===== src/hw/rtl/rmps_pkg.sv =====
package rmps_pkg;

    localparam int COLS    = 8;
    localparam int ROWS    = 8;
    localparam int CH_W    = 8;
    localparam int PIX_W   = 3 * CH_W;
    localparam int WORD_W  = ROWS * PIX_W;
    localparam int COL_W   = $clog2(COLS);
    localparam int ROW_W   = $clog2(ROWS);
    localparam int TONE_W  = 16;

    // PWM steps per column before the scan moves on
    localparam int LEVELS  = 15;

    // aux byte goes out on a tick when brightness + column hits one of these
    localparam int AUX_STEP_A = 0;
    localparam int AUX_STEP_B = 4;

    localparam int ADDR_W  = 3;
    localparam logic [0:0] REG_AUX_LEDS = 1'b0;

    typedef enum logic [2:0] {
        OP_TICK  = 3'd0,
        OP_WRITE = 3'd1,
        OP_READ  = 3'd2,
        OP_CLEAR = 3'd3,
        OP_TONE  = 3'd4
    } op_t;

    typedef struct packed {
        logic [2:0]        opcode;
        logic [COL_W-1:0]  pixel_x;
        logic [ROW_W-1:0]  pixel_y;
        logic [CH_W-1:0]   red_value;
        logic [CH_W-1:0]   green_value;
        logic [CH_W-1:0]   blue_value;
        logic [TONE_W-1:0] tone_period;
        logic [TONE_W-1:0] tone_duration;
    } rmps_item_t;

    typedef struct packed {
        logic [CH_W-1:0]   aux_byte;
        logic [ROWS-1:0]   red_row;
        logic [ROWS-1:0]   green_row;
        logic [ROWS-1:0]   blue_row;
        logic [COL_W-1:0]  active_column;
        logic              sound_on;
        logic [TONE_W-1:0] current_tone;
        logic [CH_W-1:0]   read_red;
        logic [CH_W-1:0]   read_green;
        logic [CH_W-1:0]   read_blue;
    } rmps_result_t;

    // transaction in flight between the scan control and the row output stage
    typedef struct packed {
        logic [2:0]        op;
        logic [ROW_W-1:0]  row;
        logic [CH_W-1:0]   bright;
        logic [COL_W-1:0]  column;
        logic              sound;
        logic [TONE_W-1:0] tone;
        logic [CH_W-1:0]   aux;
        logic [ROWS-1:0]   lane_valid;
    } rmps_stage_t;

endpackage


===== src/hw/rtl/rmps_frame_mem.sv =====
module rmps_frame_mem (
    input  logic                           clk,
    input  logic                           we,
    input  logic [rmps_pkg::COL_W-1:0]     waddr,
    input  logic [rmps_pkg::ROW_W-1:0]     wlane,
    input  logic [rmps_pkg::PIX_W-1:0]     wdata,
    input  logic                           re,
    input  logic [rmps_pkg::COL_W-1:0]     raddr,
    output logic [rmps_pkg::WORD_W-1:0]    rdata
);
    import rmps_pkg::*;

    // one word per column, one 24-bit lane per row
    logic [WORD_W-1:0] mem [COLS];

    always_ff @(posedge clk)
    begin
        if (we)
        begin
            mem[waddr][wlane * PIX_W +: PIX_W] <= wdata;
        end
    end

    always_ff @(posedge clk)
    begin
        if (re)
        begin
            rdata <= mem[raddr];
        end
    end

endmodule


===== src/hw/rtl/rmps_scan_ctrl.sv =====
module rmps_scan_ctrl (
    input  logic                          clk,
    input  logic                          rst_n,
    input  logic                          item_valid,
    output logic                          item_stall,
    input  rmps_pkg::rmps_item_t          item,
    input  logic [rmps_pkg::CH_W-1:0]     aux_leds,
    input  logic                          out_ready,
    output logic                          stage_valid,
    output rmps_pkg::rmps_stage_t         stage,
    output logic                          mem_we,
    output logic                          mem_re,
    output logic [rmps_pkg::COL_W-1:0]    mem_raddr
);
    import rmps_pkg::*;

    logic [CH_W-1:0]            bright_reg, bright_next;
    logic [COL_W-1:0]           column_reg, column_next;
    logic [TONE_W-1:0]          remain_reg, remain_next;
    logic                       sound_reg, sound_next;
    logic [TONE_W-1:0]          tone_reg, tone_next;
    logic [COLS-1:0][ROWS-1:0]  valid_reg, valid_next;
    logic                       stage_valid_reg, stage_valid_next;
    rmps_stage_t                stage_reg, stage_next;

    logic                       accept;
    logic [CH_W:0]              bright_inc;
    logic [CH_W:0]              aux_sum;
    logic                       aux_hit;
    logic [COL_W-1:0]           rd_col;

    assign item_stall = stage_valid_reg && !out_ready;
    assign accept     = item_valid && !item_stall;

    always_comb
    begin
        bright_next = bright_reg;
        column_next = column_reg;
        remain_next = remain_reg;
        sound_next  = sound_reg;
        tone_next   = tone_reg;
        valid_next  = valid_reg;
        bright_inc  = {1'b0, bright_reg} + (CH_W + 1)'(1);
        mem_we      = 1'b0;

        if (accept)
        begin
            unique case (item.opcode)
                OP_TICK:
                begin
                    if (bright_inc >= (CH_W + 1)'(LEVELS))
                    begin
                        bright_next = '0;
                        column_next = column_reg + COL_W'(1);
                        if (remain_reg != '0)
                        begin
                            remain_next = remain_reg - TONE_W'(1);
                            if (remain_reg == TONE_W'(1))
                            begin
                                sound_next = 1'b0;
                            end
                        end
                    end
                    else
                    begin
                        bright_next = bright_inc[CH_W-1:0];
                    end
                end
                OP_WRITE:
                begin
                    valid_next[item.pixel_x][item.pixel_y] = 1'b1;
                    mem_we = 1'b1;
                end
                OP_CLEAR:
                begin
                    valid_next = '0;
                end
                OP_TONE:
                begin
                    tone_next   = item.tone_period;
                    sound_next  = 1'b1;
                    remain_next = item.tone_duration;
                end
                default:
                begin
                end
            endcase
        end
    end

    // aux test uses the values after the advance
    assign aux_sum = {1'b0, bright_next} + (CH_W + 1)'(column_next);
    assign aux_hit = (aux_sum == (CH_W + 1)'(AUX_STEP_A))
                  || (aux_sum == (CH_W + 1)'(AUX_STEP_B));

    assign rd_col    = (item.opcode == OP_TICK) ? column_next : item.pixel_x;
    assign mem_re    = accept;
    assign mem_raddr = rd_col;

    always_comb
    begin
        stage_next            = stage_reg;
        stage_valid_next      = stage_valid_reg;
        if (accept)
        begin
            stage_valid_next      = 1'b1;
            stage_next.op         = item.opcode;
            stage_next.row        = item.pixel_y;
            stage_next.bright     = bright_next;
            stage_next.column     = column_next;
            stage_next.sound      = sound_next;
            stage_next.tone       = tone_next;
            stage_next.aux        = (item.opcode == OP_TICK && aux_hit) ? aux_leds : '0;
            stage_next.lane_valid = valid_reg[rd_col];
        end
        else if (out_ready)
        begin
            stage_valid_next = 1'b0;
        end
    end

    always_ff @(posedge clk or negedge rst_n)
    begin
        if (!rst_n)
        begin
            bright_reg      <= '0;
            column_reg      <= '0;
            remain_reg      <= '0;
            sound_reg       <= 1'b0;
            tone_reg        <= '0;
            valid_reg       <= '0;
            stage_valid_reg <= 1'b0;
        end
        else
        begin
            bright_reg      <= bright_next;
            column_reg      <= column_next;
            remain_reg      <= remain_next;
            sound_reg       <= sound_next;
            tone_reg        <= tone_next;
            valid_reg       <= valid_next;
            stage_valid_reg <= stage_valid_next;
        end
    end

    always_ff @(posedge clk)
    begin
        stage_reg <= stage_next;
    end

    assign stage_valid = stage_valid_reg;
    assign stage       = stage_reg;

    // PWM counter never reaches the wrap value
    a_bright_range: assert property (@(posedge clk) disable iff (!rst_n)
        bright_reg < CH_W'(LEVELS))
        else $error("brightness counter out of range");

    // a clear leaves no pixel valid
    a_clear_all: assert property (@(posedge clk) disable iff (!rst_n)
        accept && item.opcode == OP_CLEAR |=> valid_reg == '0)
        else $error("frame clear left valid pixels");

    // stall only while the stage holds an undelivered transaction
    a_stall_full: assert property (@(posedge clk) disable iff (!rst_n)
        item_stall |-> stage_valid_reg)
        else $error("input stalled with empty stage");

    // a transaction held in the stage is not dropped
    a_stage_hold: assert property (@(posedge clk) disable iff (!rst_n)
        stage_valid_reg && !out_ready |=> stage_valid_reg && $stable(stage_reg))
        else $error("stalled stage transaction lost");

endmodule


===== src/hw/rtl/rmps_row_out.sv =====
module rmps_row_out (
    input  logic                          clk,
    input  logic                          rst_n,
    input  logic                          stage_valid,
    input  rmps_pkg::rmps_stage_t         stage,
    input  logic [rmps_pkg::WORD_W-1:0]   rdata,
    output logic                          out_ready,
    output logic                          result_valid,
    input  logic                          result_stall,
    output rmps_pkg::rmps_result_t        result
);
    import rmps_pkg::*;

    logic                       valid_reg, valid_next;
    rmps_result_t               result_reg, result_next;
    logic [ROWS-1:0][PIX_W-1:0] lanes;
    logic [ROWS-1:0]            red_on, green_on, blue_on;
    logic [PIX_W-1:0]           pick;

    assign out_ready = !valid_reg || !result_stall;

    // never-written pixels read as zero
    always_comb
    begin
        for (int r = 0; r < ROWS; r++)
        begin
            lanes[r]    = stage.lane_valid[r] ? rdata[r * PIX_W +: PIX_W] : '0;
            red_on[r]   = lanes[r][3*CH_W-1:2*CH_W] > stage.bright;
            green_on[r] = lanes[r][2*CH_W-1:CH_W]   > stage.bright;
            blue_on[r]  = lanes[r][CH_W-1:0]        > stage.bright;
        end
    end

    assign pick = lanes[stage.row];

    always_comb
    begin
        result_next               = '0;
        result_next.aux_byte      = stage.aux;
        result_next.active_column = stage.column;
        result_next.sound_on      = stage.sound;
        result_next.current_tone  = stage.tone;
        if (stage.op == OP_TICK)
        begin
            result_next.red_row   = red_on;
            result_next.green_row = green_on;
            result_next.blue_row  = blue_on;
        end
        if (stage.op == OP_READ)
        begin
            result_next.read_red   = pick[3*CH_W-1:2*CH_W];
            result_next.read_green = pick[2*CH_W-1:CH_W];
            result_next.read_blue  = pick[CH_W-1:0];
        end
    end

    assign valid_next = out_ready ? stage_valid : valid_reg;

    always_ff @(posedge clk or negedge rst_n)
    begin
        if (!rst_n)
        begin
            valid_reg <= 1'b0;
        end
        else
        begin
            valid_reg <= valid_next;
        end
    end

    always_ff @(posedge clk)
    begin
        if (out_ready && stage_valid)
        begin
            result_reg <= result_next;
        end
    end

    assign result_valid = valid_reg;
    assign result       = result_reg;

endmodule


===== src/hw/rtl/rgb_matrix_pwm_scan.sv =====
// Channel   Direction  Handshake                       Payload
// item      in         item_valid / item_stall         rmps_item_t
// result    out        result_valid / result_stall     rmps_result_t
// config    in         APB (psel/penable/pwrite/pready) aux_leds at byte address 0
//
// One transaction per cycle sustained while result_stall is low; each result
// passes the stage register, which holds the state update and column-word read
// of the frame memory, then the PWM compares or readback into the result register.
// Reset clears the counters, tone state and all 64 pixel valid bits at once,
// so the frame reads as black right away (no clearing pass).
// A stalled result holds; the stage behind it fills, then item_stall rises.
module rgb_matrix_pwm_scan (
    input  logic                                 clk,
    input  logic                                 rst_n,
    input  logic                                 item_valid,
    output logic                                 item_stall,
    input  rmps_pkg::rmps_item_t                 item,
    output logic                                 result_valid,
    input  logic                                 result_stall,
    output rmps_pkg::rmps_result_t               result,
    input  logic                                 psel,
    input  logic                                 penable,
    input  logic                                 pwrite,
    input  logic [rmps_pkg::ADDR_W-1:0]          paddr,
    input  logic [31:0]                          pwdata,
    output logic [31:0]                          prdata,
    output logic                                 pready
);
    import rmps_pkg::*;

    logic [CH_W-1:0]    aux_leds_reg;
    logic               out_ready;
    logic               stage_valid;
    rmps_stage_t        stage;
    logic               mem_we;
    logic               mem_re;
    logic [COL_W-1:0]   mem_raddr;
    logic [WORD_W-1:0]  mem_rdata;
    logic               reg_sel;

    // ------------------------------------------------------------------
    // Config register: one byte, word index taken from paddr[2]
    // ------------------------------------------------------------------
    assign pready  = 1'b1;
    assign reg_sel = (paddr[2] == REG_AUX_LEDS);

    always_ff @(posedge clk or negedge rst_n)
    begin
        if (!rst_n)
        begin
            aux_leds_reg <= '0;
        end
        else if (psel && penable && pwrite && pready && reg_sel)
        begin
            aux_leds_reg <= pwdata[CH_W-1:0];
        end
    end

    assign prdata = reg_sel ? {{(32 - CH_W){1'b0}}, aux_leds_reg} : '0;

    // ------------------------------------------------------------------
    // Scan control: PWM/column/tone state, pixel valid bits, memory
    // addressing and the stage register ahead of the compares
    // ------------------------------------------------------------------
    rmps_scan_ctrl u_ctrl (
        .clk         (clk),
        .rst_n       (rst_n),
        .item_valid  (item_valid),
        .item_stall  (item_stall),
        .item        (item),
        .aux_leds    (aux_leds_reg),
        .out_ready   (out_ready),
        .stage_valid (stage_valid),
        .stage       (stage),
        .mem_we      (mem_we),
        .mem_re      (mem_re),
        .mem_raddr   (mem_raddr)
    );

    // ------------------------------------------------------------------
    // Frame memory: 8 column words of 8 x 24-bit pixels; a write touches
    // one lane, a read returns the whole column for the tick compares
    // ------------------------------------------------------------------
    rmps_frame_mem u_mem (
        .clk   (clk),
        .we    (mem_we),
        .waddr (item.pixel_x),
        .wlane (item.pixel_y),
        .wdata ({item.red_value, item.green_value, item.blue_value}),
        .re    (mem_re),
        .raddr (mem_raddr),
        .rdata (mem_rdata)
    );

    // ------------------------------------------------------------------
    // Row output: 24 brightness compares or pixel readback, into the
    // result register
    // ------------------------------------------------------------------
    rmps_row_out u_out (
        .clk          (clk),
        .rst_n        (rst_n),
        .stage_valid  (stage_valid),
        .stage        (stage),
        .rdata        (mem_rdata),
        .out_ready    (out_ready),
        .result_valid (result_valid),
        .result_stall (result_stall),
        .result       (result)
    );

endmodule

===== config.mk =====
export PLATFORM = sky130hd
export DESIGN_NAME = rgb_matrix_pwm_scan
export DESIGN_NICKNAME = d
export VERILOG_FILES = /design/src/hw/rtl/rmps_pkg.sv /design/src/hw/rtl/rmps_frame_mem.sv /design/src/hw/rtl/rmps_scan_ctrl.sv /design/src/hw/rtl/rmps_row_out.sv /design/src/hw/rtl/rgb_matrix_pwm_scan.sv
export SDC_FILE = /design/constraint.sdc
export NUM_CORES = 2
export LEC_CHECK = 0
export BUFFER_PORTS_ARGS = -buffer_cell sky130_fd_sc_hd__buf_2
export CAP_MARGIN = 5
export CORE_MARGIN = 4
export CORE_UTILIZATION = 49
export CTS_BUF_LIST = sky130_fd_sc_hd__clkbuf_16
export DETAILED_ROUTE_END_ITERATION = 10
export GPL_TIMING_DRIVEN = 1
export MAX_ROUTING_LAYER = met4
export PLACE_DENSITY = 0.72
export SETUP_SLACK_MARGIN = 0.2
export SYNTH_ARGS = -nofsm -noshare
export SYNTH_HDL_FRONTEND = slang
export SYNTH_SLANG_ARGS = --single-unit

===== constraint.sdc =====
create_clock -name clk -period 9.93 [get_ports clk]
set_input_delay 2.979 -clock clk [delete_from_list [all_inputs] [get_ports clk]]
set_output_delay 2.979 -clock clk [all_outputs]
set_load 0.02 [all_outputs]

# After elaboration in Yosys (flattened, before gate mapping)
# Memory sizes are Yosys's and may differ from the RTL's. A register that Yosys moved wholly into a read port is not among the register bits.
# Index checks and enable logic that the tools add are counted.
[word_totals]
register_bits = 244
latchBits = 0
ramBits = 1536
mem_bits_ro = 0
input_bits = 107
out_inout_bits = 111
elab_cells = 149
memories = 1
[op_classes]
add_sub_neg = 5
n_mul = 1
n_div = 0
magnitude_cmp = 31
eq_ne = 8
shift = 2
mux = 41
n_bitwise = 2
n_reduce_logical = 24
[mem_list]
columns = ["name", "depth", "word_bits", "rd", "rd_clocked_by_memory_dff", "write_ports", "line_no", "text"]
rows = [
  ["u_mem.mem", 8, 192, 1, 1, 1, "rmps_frame_mem.sv:14", "logic [WORD_W-1:0] mem [COLS];"],
]
[op_table]
columns = ["operator", "n"]
rows = [
  ["two-way mux 24 bit", 9],
  ["> comparator 8 bit", 24],
  ["two-way mux 192 bit", 1],
  ["variable shift 24 x 34 -> 192 bit, first input constant", 1],
  ["indexed part select 24 x 34 -> 192 bit", 1],
  ["one-hot mux 64 bit (2 select lines)", 1],
  ["binary-select mux 24 bit (select 3 bit)", 1],
  ["two-way mux 16 bit", 4],
  ["OR 64 bit", 1],
  ["two-way mux 8 bit", 6],
  ["negation 8 -> 34 bit", 1],
  ["one-hot mux 16 bit (2 select lines)", 1],
  ["binary-select mux 8 bit (select 3 bit)", 1],
  ["demux 8 bit (select 3 bit)", 1],
  ["equality test 16 x 1 -> 1 bit, second input constant", 1],
  ["< comparator 3 x 4 -> 1 bit, second input constant", 4],
  ["nonzero test 16 bit", 1],
  ["subtractor 16 x 1 -> 16 bit, second input constant", 1],
  ["two-way mux 3 bit", 4],
  ["two-way mux 1 bit", 10],
  ["adder 8 x 1 -> 9 bit, second input constant", 1],
  ["adder 8 x 3 -> 9 bit", 1],
  ["equality test 9 x 3 -> 1 bit, second input constant", 1],
  ["greater-or-equal comparator 9 x 4 -> 1 bit, second input constant", 1],
  ["18 further kinds", 36],
]

# Logic depth before layout (Yosys ltp)
[depth]
ltp_word = 11
depth_mapped = 16
mapped_depth_nobuf = 16

# Modules after synthesis
# A second synthesis with hierarchy kept.
[hier_totals]
cells_unflattened = 4979
hier_area_um2 = 85007.8
[modules_own_cells]
columns = ["module", "instances", "cells_each", "area_per_inst_um2", "seq_area_each_um2"]
rows = [
  ["rmps_frame_mem", 1, 3168, 67173.2, 51889.8],
  ["rmps_row_out", 1, 987, 9526.6, 2307.2],
  ["rmps_scan_ctrl", 1, 772, 7728.7, 4229.1],
  ["rgb_matrix_pwm_scan", 1, 52, 579.3, 200.2],
]

# Worst setup path before layout
# OpenSTA, ideal clock, no wires.
[synth_path]
path_kind = "input to register"
from = "in result_stall"
to = "reg u_ctrl.stage_reg (netlist bit u_ctrl.stage[10]) (data pin)"
setup_ns = 0.132
arrival_time_ns = 11.128
required_time_ns = 9.798
path_slack_ns = -1.330
stages = 10
path_buffers = 0
cell_sequence = "nand3_1 > nand2_1 > inv_1 > nand2_1 > o31ai_1 > fa_1 > nor4_1 > o21ai_0 > nor2_1 > and2_1"
[synth_via]
elab_chain_len = 11
word_cells_on_any_way = 13
cone_classes = "1 x add/sub; 1 x eq/ne; 2 x mux; 9 x reduce/logical"
[synth_lines]
columns = ["element", "line_no", "text"]
rows = [
  ["start, declared", "rgb_matrix_pwm_scan.sv:19", "input logic result_stall,"],
  ["logical NOT 1 bit *", "rmps_row_out.sv:20", "assign out_ready = !valid_reg || !result_stall;"],
  ["logical OR 1 bit *", "rmps_row_out.sv:20", ""],
  ["logical NOT 1 bit *", "rmps_scan_ctrl.sv:32", "assign item_stall = stage_valid_reg && !out_ready;"],
  ["logical AND 1 bit *", "rmps_scan_ctrl.sv:32", ""],
  ["logical NOT 1 bit *", "rmps_scan_ctrl.sv:33", "assign accept = item_valid && !item_stall;"],
  ["logical AND 1 bit *", "rmps_scan_ctrl.sv:33", ""],
  ["named net mem_re", "rgb_matrix_pwm_scan.sv:36", "logic mem_re;"],
  ["two-way mux 8 bit *", "rmps_scan_ctrl.sv:46", "if (accept)"],
  ["named net u_ctrl.bright_next[1]", "rmps_scan_ctrl.sv:17", "logic [CH_W-1:0] bright_reg, bright_next;"],
  ["adder 8 x 3 -> 9 bit *", "rmps_scan_ctrl.sv:92", "assign aux_sum = {1'b0, bright_next} + (CH_W + 1)'(column_next);"],
  ["equality test 9 x 3 -> 1 bit or logical NOT 9 bit (tied branches)", "rmps_scan_ctrl.sv:94, rmps_scan_ctrl.sv:93", ""],
  ["logical OR 1 bit *", "rmps_scan_ctrl.sv:94", "|| (aux_sum == (CH_W + 1)'(AUX_STEP_B));"],
  ["logical AND 1 bit *", "rmps_scan_ctrl.sv:113", "stage_next.aux = (item.opcode == OP_TICK && aux_hit) ? aux_leds : '0;"],
  ["end signal, assigned", "rmps_scan_ctrl.sv:148", "stage_reg <= stage_next;"],
  ["end, declared", "rmps_scan_ctrl.sv:24", "rmps_stage_t stage_reg, stage_next;"],
]
# Mark *: on every way through the listed nets, which the timed path passes. The rest lies on a longest branch.
# A chain may end at the register's enable or synchronous reset.

# Final worst setup path
[layout_path]
from = "in item[56] (netlist name)"
to = "mem u_mem.mem[7][135] (netlist name) (enable)"
[layout_via]
elab_chain_len = 4
[layout_lines]
columns = ["element", "line_no", "text"]
rows = [
  ["start, declared", "rgb_matrix_pwm_scan.sv:17", "input rmps_pkg::rmps_item_t item,"],
  ["multiplier 3 x 2 -> 5 bit", "rmps_frame_mem.sv:20", "mem[waddr][wlane * PIX_W +: PIX_W] <= wdata;"],
  ["negation 8 -> 34 bit", "rmps_frame_mem.sv:20", ""],
  ["variable shift 24 x 34 -> 192 bit", "rmps_frame_mem.sv:20", ""],
  ["two-way mux 192 bit (implied by the code)", "rmps_frame_mem.sv:20", ""],
  ["end, declared", "rmps_frame_mem.sv:14", ""],
]
# No other way between the ends.

==> impl_metrics.csv <==
group,metric,value,unit
detailed_routing,antenna_left,0,
floorplan,die-area,185000,um^2
sta,skew,56.5,ps
detailed_routing,met1_length,89900,um
detailed_routing,wire_per_inst,27.6,um
logic_synthesis,synthDistinctLibCells,72,
grt,grt_pass1_wl,322000,um
pwr,p_total,18.2,mW
layout,final_common_cell,"edfxtp_1",
pwr,power_leakage,39.6,nW
grt,overflow,0,
floorplan,io_pins,218,
worst_setup_path,worst-path-buf-inv,1,
placed_design,gp_congestion,0.963,
run_status,status,"finished clean",
detailed_routing,dr_wl_met2,104000,um
logic_synthesis,netlist_instances,5502,
logic_synthesis,async_reset_ff_share,5.98,%
worst_setup_path,critical_path.max_fanout,21,
worst_setup_path,critical_path.cell_chain,"buf_2 > ha_1 > fa_1 > xnor2_1 > nor2b_1 > and2_1 > ha_1 > nand3_2 > nor3_2 > nand4_1 > nor2_1",
layout,num-fill-cells,13682,
cts,post_cts_buffers,0,
grt,grt_pass1_vias,47049,
sta,drv_slew,0,
floorplan,coreArea,177000,um^2
detailed_routing,num_vias,48499,
detailed_routing,dr_wl_met3,19200,um
floorplan,fp.dieH,430,um
logic_synthesis,yosys-top-cells-area,"edfxtp_1 (64%), mux2i_1 (14%), dfrtp_1 (3.4%)",
detailed_routing,drcViolationCount,0,
grt,antenna_found_initial,8,
pwr,power_density,189,nW/um^2
logic_synthesis,yosysWarningCount,0,
pwr,vdd_drop_max,0.144,mV
worst_setup_path,slowest_stage,"nor2_1",
detailed_routing,dr.first_iter.drc_count,5199,
logic_synthesis,syn_area,87300,um^2
cts,post_cts_resize_count,0,
cts,cts.sinks,1972,
logic_synthesis,ys_seq_area_share,67.1,%
floorplan,fp-row-count,154,
floorplan,die_w,430,um
cts,cts_hold_buf,0,
worst_setup_path,critPathLaunchType,"primary input",
sta,report.final.hold_viol_count,0,
worst_setup_path,required,10380,ps
cts,htreeDepth,4,
layout,final_cell_mix,"edfxtp_1 (1854), mux2i_1 (1249), nor2_1 (509)",
logic_synthesis,ys_ff_latch,1972,
logic_synthesis,synth_ff_type,"edfxtp_1",
logic_synthesis,synth_enable_flop_cells,1854,
grt,grt_usage,24.6,%
detailed_routing,highest_layer,"met4",
layout,fin_nets,6000,
grt,grt_max_degree,134,
layout,multi_input_area,26600,um^2
sta,rsz0062_at_grt,"no",
sta,min_period,7040,ps
layout,drive_gt1_share,14.1,%
detailed_routing,dr.pass1.iters,5,
worst_setup_path,cpPeakStageDelay,860,ps
logic_synthesis,synth_area_per_cell,15.9,um^2
logic_synthesis,synth_top_cell_area_share,63.8,%
cts,cts_buffers,196,
placed_design,portBuffers,166,
sta,slew_headroom,14.7,%
sta,fmaxAchievable,142,MHz
cts,cts_tree,"done",
flow_run,max_cap_viol_count,0,
sta,worstMarginPinSlew,1270,ps
logic_synthesis,synth.largest_area_cell,"edfxtp_1",
sta,setup_tns,0,ps
sta,setup_viol,0,
cts,clkLatencyLatePin,850,ps
cts,cts_root_buf,"clkbuf_16",
placed_design,place.detailed.hpwl,150000,um
worst_setup_path,cp.arrival,7480,ps
floorplan,start_util,49.4,%
detailed_routing,wl,226000,um
layout,area_delta_synth_final,10.3,%
min_path,hold_class,"flop to flop",
worst_setup_path,crit_path_frequent_cell,"ha_1",
cts,path_clk_slew,60,ps
layout,largest_register_ff_count,1536,
layout,seqCellArea,58600,um^2
worst_setup_path,critPathKind,"primary input to flop",
cts,clock_path_buffers,3,
worst_setup_path,worst_setup_path_end_kind,"flop",
worst_setup_path,critPathTopFamily,"simple AND/OR/NAND/NOR gates",
detailed_routing,routed_via_density,5.92,
sta,fin_crit_sh,70.8,%
[path summary, 6_finish.rpt]
| path | start | endpoint | slack (ps) | cells after the start |
|---|---|---|---|---|
| worst max-delay path | item[56] | u_mem.mem[7][135] | 2890 | 11 |
| worst min-delay path | u_ctrl.stage[28] | u_out.result[36] | 420 | 0 |
| worst max register to register | u_out.result_valid | u_mem.rdata[78] | 5050 | 9 |
| worst min register to register | u_ctrl.stage[28] | u_out.result[36] | 420 | 0 |
| max in group asynchronous | rst_n | u_ctrl.tone_reg[6] | 6330 | 2 |
| min in group asynchronous | rst_n | u_ctrl.valid_reg[6] | 2160 | 1 |
[synth_stat cells, types with 3 or more instances]
master and n:
mux4_2 48, mux2_2 229, o2bb2ai_1 7, a21oi_1 153
xor2_1 3, o22ai_1 10, o211a_1 25, clkbuf_4 14
and3_1 6, buf_6 79, nand3_1 24, dfrtp_1 118
a22oi_1 31, a21o_1 50, clkbuf_8 8, nor2b_1 49
mux2i_1 1249, ha_1 209, edfxtp_1 1854, nor4_1 8
nand4b_1 4, nor3_1 21, buf_2 24, nor2_1 510
clkbuf_1 106, inv_1 22, and2_1 187, a31oi_1 4
or3_1 8, buf_1 15, a22o_1 24, nand2b_1 26
xnor2_1 7, nand4_1 57, buf_4 58, a32oi_1 7
o21ai_0 86, nand2_1 112, nand3b_1 4
[power breakdown]
part	switching (mW)	internal, mW	total (mW)
Combinational	1.12	0.541	1.66
Sequential	0.0861	9.27	9.36
Clock	3.19	3.98	7.16
[final cells by class]
class / instances / area share (%)
inverter: 25 / 0.101
sequential: 1972 / 60.8
antenna: 7 / 0.0182
multi-input combinational: 3224 / 27.7
timing repair buffer: 263 / 1.82
clock buffer: 197 / 5.12
clock inverter: 160 / 1.41
tap: 2340 / 3.04
[per-layer routing]
layer	global-route usage [%]	up-vias
met5	-	-
met4	12.0	0
met3	4.31	466
met2	37.5	2152
met1	32.1	24473
li1	-	21408
[cells by family (layout without fill, tap and decap cells)]
logic type | Yosys count | in the layout | synth area share [%]
xor gates and xnor gates | 10 | 10 | 0.100
other | 2 | 32 | 0.00860
AOI/OAI and AO/OA | 424 | 424 | 3.11
muxes | 1526 | 1526 | 18.5
buffers and inverters | 329 | 645 | 2.53
and+or+nand+nor | 1028 | 1028 | 5.57
DFF | 1972 | 1972 | 67.1
adders and majority gates | 211 | 211 | 3.04
[metrics by stage]
step / instances / utilization [%] / instance area [um^2] / setup WS (ps) / hold slack, ps
after global routing: 8185 / 54.5 / 96300 / 2700 / 418
after global placement: 7824 / 51.0 / 90000 / 2230 / 401
after detailed placement: 7824 / 51.0 / 90000 / 2070 / 405
after CTS: 8181 / 54.5 / 96300 / 2940 / 413
final: 8188 / 54.5 / 96300 / 2890 / 418
after floorplan: 5525 / - / 87400 / 826 / 400
No activity file was read; power rests on OpenSTA's default activity.
